**config.mk**
```make
export PLATFORM = sky130hd
export DESIGN_NAME = bni_ctrl
export DESIGN_NICKNAME = d
export VERILOG_FILES = /design/src/bni_pkg.sv /design/src/bni_ctrl.sv
export SDC_FILE = /design/constraint.sdc
export NUM_CORES = 1
export LEC_CHECK = 0
export ABC_AREA = 1
export BUFFER_PORTS_ARGS = -buffer_cell sky130_fd_sc_hd__buf_4
export CAP_MARGIN = 10
export CORE_AREA = 4 4 41 43
export CTS_CLUSTER_DIAMETER = 60
export CTS_CLUSTER_SIZE = 40
export DETAILED_ROUTE_END_ITERATION = 8
export DIE_AREA = 0 0 45 47
export GPL_TIMING_DRIVEN = 1
export RECOVER_POWER = 50
export SYNTH_ARGS = -nofsm -noshare
export SYNTH_HDL_FRONTEND = slang
export SYNTH_SLANG_ARGS = --single-unit
```
**constraint.sdc**
```tcl
create_clock -name clk_i -period 1.4 [get_ports clk_i]
set_clock_uncertainty 0.15 [all_clocks]
set_input_delay 0.28 -clock clk_i [delete_from_list [all_inputs] [get_ports clk_i]]
set_output_delay 0.28 -clock clk_i [all_outputs]
set_load 0.05 [all_outputs]
```
**src/bni_pkg.sv**
```systemverilog
`timescale 1ns / 1ps
`default_nettype none
// ----------------------------------------------------------------------------
// bni_pkg
// Shared types and constants for the batch normalization block.
// ----------------------------------------------------------------------------
package bni_pkg;

  localparam int unsigned DefMaxChannels = 1024;
  localparam int unsigned DefMaxPlane    = 65536;

  localparam logic CmdLoad = 1'b0;
  localparam logic CmdData = 1'b1;

  localparam logic RegPlaneSize    = 1'b0;
  localparam logic RegChannelCount = 1'b1;

  typedef enum logic [4:0] {
    ST_IDLE = 5'b00001,
    ST_SQRT = 5'b00010,
    ST_DIV  = 5'b00100,
    ST_STORE = 5'b01000,
    ST_DATA = 5'b10000
  } state_e;

  // controller to datapath
  typedef struct packed {
    logic start_load;  // latch load operands, set up root
    logic sqrt_step;   // one root iteration
    logic div_init;    // set up divider
    logic div_step;    // one divide iteration
    logic store;       // write tables
    logic start_data;  // issue a data item into the pipeline
  } ctrl_t;

  // datapath to controller
  typedef struct packed {
    logic sqrt_done;
    logic div_done;
    logic pipe_busy;   // data pipeline can not take an item
  } stat_t;

endpackage
`default_nettype wire

```
**src/bni_ctrl.sv**
```systemverilog
`timescale 1ns / 1ps
`default_nettype none
// ----------------------------------------------------------------------------
// bni_ctrl
// Controller: decodes items and sequences the root and divide for loads.
// ----------------------------------------------------------------------------
module bni_ctrl (
  input  wire logic          clk_i,
  input  wire logic          rst_ni,
  input  wire logic          in_valid_i,
  input  wire logic          in_cmd_i,
  output logic               in_ready_o,
  input  var  bni_pkg::stat_t stat_i,
  output bni_pkg::ctrl_t     ctrl_o
);
  import bni_pkg::*;

  state_e state_q, state_d;
  logic   accept;

  assign in_ready_o = (state_q == ST_IDLE) && !stat_i.pipe_busy;
  assign accept     = in_valid_i && in_ready_o;

  always_comb begin
    state_d = state_q;
    ctrl_o  = '0;
    case (state_q)
      ST_IDLE: begin
        if (accept) begin
          if (in_cmd_i == CmdLoad) begin
            ctrl_o.start_load = 1'b1;
            state_d = ST_SQRT;
          end else begin
            ctrl_o.start_data = 1'b1;
          end
        end
      end
      ST_SQRT: begin
        if (stat_i.sqrt_done) begin
          ctrl_o.div_init = 1'b1;
          state_d = ST_DIV;
        end else begin
          ctrl_o.sqrt_step = 1'b1;
        end
      end
      ST_DIV: begin
        if (stat_i.div_done) begin
          state_d = ST_STORE;
        end else begin
          ctrl_o.div_step = 1'b1;
        end
      end
      ST_STORE: begin
        ctrl_o.store = 1'b1;
        state_d = ST_IDLE;
      end
      default: state_d = ST_IDLE;
    endcase
  end

  always_ff @(posedge clk_i or negedge rst_ni) begin
    if (!rst_ni) state_q <= ST_IDLE;
    else state_q <= state_d;
  end

endmodule
`default_nettype wire

```
After elaboration in Yosys (flattened, before gate mapping) --
Index checks and enable logic that the tools add are counted.
Word-level totals: register bits after elaboration 5, input bits 7, output and inout bits 7
Cells by class: equality and inequality tests 8, muxes and demuxes 17, reduce and logical (&&, ||, !) cells 4
Operator list (count):
- $mux 5 | 4
- $pmux 5 s3 | 1
- $mux 1 | 11
- $ne 2x2->1 const B | 4
- $eq 5x1->1 const B | 1
- $eq 5x2->1 const B | 1
- $eq 5x3->1 const B | 1
- $eq 5x4->1 const B | 1
- $reduce_and 4->1 | 1
- $logic_and 1x1->1 | 2
- $mux 2 | 1
- $logic_not 1->1 | 1

Depth between registers and ports, before layout --
depth after elaboration 5, depth in mapped cells 6, gate-level depth less buffers 6

Worst setup path before layout --
OpenSTA, ideal clock, no wires.
path type register to output, start point reg state_q[1], end point out ctrl_o[1] (netlist bit), arrival 1.987 ns, required time 0.970 ns, setup slack -1.017 ns, stages on the path, launching flop included 2, path buffers 0, path through dfrtp_1 > nor4_1
RTL lines:
- from (decl) | line bni_ctrl.sv:18 | state_e state_q, state_d;
- from (signal assigned) | line bni_ctrl.sv:63 | else state_q <= state_d;
- to (decl) | line bni_ctrl.sv:14 | output bni_pkg::ctrl_t ctrl_o

==> impl_summary.md <==
Outcome
The flow ran to the end, but the final reports show violations. The checks that failed: setup timing.

Power and ir drop
VDD sags by at most 0.686 mV. The leakage power total is 0.000327 uW. In this run the power density over the cells is 1300 mW/mm^2.

Placed design
The total instance count after detailed placement is 78. The last weighted congestion value of the routability-driven placer is 0.734. The number of buffers inserted by port buffering is 13.

Summed over all nets, the half-perimeter wirelength after detailed placement is 726 um.

Floorplan
The number of primary I/O pins is 14. The total area inside the core boundary comes to 0.00130 mm^2. The floorplan step defined a die boundary enclosing 0.00212 mm^2. For this configuration, the core starts out at a cell density of 22.3%.

The floorplan has 13 rows. The die is 45 um wide. The die is 47 um tall.

Timing
The transition time of the tightest slew-check pin is 259 ps. The number of failing hold endpoints at the final stage is 0. For this run, the top clock speed supported by timing is 0.540 GHz. Setup violations remaining at the end of the flow were counted as 10. In this run the tightest slew margin relative to its limit is 82.7%. After layout, the worst setup slack is -452 ps. The final-report max-slew violation count was 0. The worst hold margin is 104 ps. The final sum of negative setup slack is -3020 ps. The portion of the clock cycle consumed by the worst path in the final layout is 132%. The final critical path time including I/O delays and setup is 1850 ps.

Setup repair after global routing could not meet its margin everywhere.

Global routing
The via count of the first global-routing pass is 424. After global routing the overflow that remains totals 0. Global routing used 11.1% of the available tracks across all layers.

The first global-routing pass estimated 1.66 mm of wire. The pin count of the biggest net entering global routing is 5. The initial antenna violation count was 0.

Synth
Counting distinct cell types in the post-synthesis netlist gives 17. Counting every net in the synthesized netlist gives 43. The flip-flop and latch count after synthesis is 4. The average instance in the mapped netlist occupies 8.06 um^2.

The combined area of all synthesized cells is 290 um^2. The share of the Yosys chip area taken by registers is 34.9%. After technology mapping, the gate count stands at 36. The Yosys step of the flow raised 0 warnings.

Layout
The layout overhead on the synthesized area is 131%. For this run, the number of standard cells in the final layout without fillers is 85. The number of flip-flops under the largest register name is 4.

Registers take 103 um^2. In the final layout, the multi-input gates occupy 218 um^2. The largest registers in the layout are state_q x4.

0 antenna diodes ended up in the layout. Leaving out fill and tap cells, the most frequent cell in the layout is buf_4. The register bank with the most flops is state_q. Counting the fill cells in the layout gives 137.

The top cell types in the final layout, fill and taps aside, are buf_4 (18), buf_6 (7), nor2_4 (6). The post-route netlist has 72.9% of its cells at a drive strength greater than 1. The number of nets in the layout is 78.

Min path
The worst hold path belongs to the class input pin to flip-flop.

Setup path
STA puts the critical path data arrival time at 1420 ps. The endpoint type of the worst setup path is a primary output. Along the worst path, the maximum fanout reaches 3. The required time of the worst setup path is 970 ps. The path type of the worst setup path is flip-flop to primary output.

The startpoint class of the critical path is a flip-flop.

Route
The remaining routing DRC violations is 0. For this block, the routed nets add up to 961 um of wire. Using the TritonRoute via totals, the vias-per-cell ratio works out to 4.26. The via count is 362.

The detailed router's first-iteration violation count is 1. The detail route stage leaves a number of antenna-violating nets equal to 0. The post-detailed-route wirelength per cell is 11.3 um.

The number of iterations in the first detailed-routing pass is 4.

Clocking
The clock-pin slew reported for the worst setup and hold paths after clock tree synthesis is 40 ps. The latest clock arrival within the worst-skew pair is 230 ps. The root buffer cell is clkbuf_4.

In this run the number of H-tree levels came out at 1. TritonCTS built the clock tree. Counting the buffers created by CTS gives 3. The maximum root-to-sink buffer count is 2. The clock sink total is 4.

Run
The count of max-cap constraint violations is 0.
==> stage by stage <==
step / area (um^2) / power (uW) / util (%) / setup WS [ps]
2_1_floorplan: 328 / 416 / - / -489
3_3_place_gp: 549 / 613 / 42.2 / -220
3_5_place_dp: 549 / 619 / 42.2 / -232
4_1_cts: 662 / 865 / 50.9 / -465
5_1_grt: 672 / 936 / 51.6 / -533
6_report: 672 / 875 / 51.6 / -452
==> worst max-delay path: stages, from the launching register on <==
cell	delay (ps)
dfstp_2	530
inv_2	50
nor2_4	90
nand2_2	80
nor2_4	120
nand2_4	80
nor2_4	100
buf_8	150
==> layer usage <==
metal	up-vias	track usage (%)	wire [um]
li1	189	-	-
met4	0	1.75	0
met5	-	0	0
met3	0	3.83	54
met1	164	10.6	328
met2	9	22.9	578
==> power breakdown <==
group / leakage [uW] / internal, uW / switching [uW]
registers: 0.0000505 / 147 / 17.9
clock network: 0.0000150 / 107 / 50.0
logic: 0.000262 / 268 / 285
total: 0.000327 / 522 / 353
==> synthesized netlist by cell type <==
library cell	instances	share of area, %
o21bai_1	1	2.6
dfstp_2	1	9.1
nor4_1	1	2.2
o21ai_1	1	1.7
inv_1	7	9.1
nand4_1	1	2.2
o211ai_1	1	2.6
nor2_4	3	12
nand2_2	3	6.5
nor2_1	4	5.2
o21ai_2	1	3.0
dfrtp_1	3	26
nor3_2	1	3.4
nand3_1	4	6.9
nand4_2	1	4.3
inv_2	1	1.3
nand2_1	2	2.6
==> cells by family (layout without fill, tap and decap cells) <==
kind of cell           Yosys count  in the layout  synth area share, %
AND/OR/NAND/NOR                 20             20                 44.8
AO/OA/AOI/OAI                    4              4                 9.91
buffers and inverters            8             42                 10.3
flip-flops                       4              4                 34.9
==> cell type report <==
type / instances / area share (%)
well taps: 15 / 2.79
flip-flops and latches: 4 / 15.3
repair buffers: 30 / 40.6
clock buffers: 4 / 3.91
multi-input cells: 24 / 32.4
inverters: 8 / 5.03
==> path summary, 6_finish.rpt <==
check	depth (start not counted)	slack, ps	end	startpoint
min reg2reg	3	570	state_q[3]	state_q[1]
max reg2reg	8	-160	state_q[0]	state_q[0]
min in group asynchronous	2	250	state_q[2]	rst_ni
max	7	-450	ctrl_o[0]	state_q[0]
min	2	100	state_q[1]	in_cmd_i
max in group asynchronous	2	590	state_q[0]	rst_ni
==> what timing repair did <==
action | CTS | global route
setup buffers | 4 | 1
endpoints found under the setup margin | 9 | 11
hold endpoints to repair | 4 | 0
pin swaps | 4 | 3
cloned | 0 | 0
gates resized for setup | 13 | 7
hold buffers | 1 | 0
(Power assumes the default switching activity.)
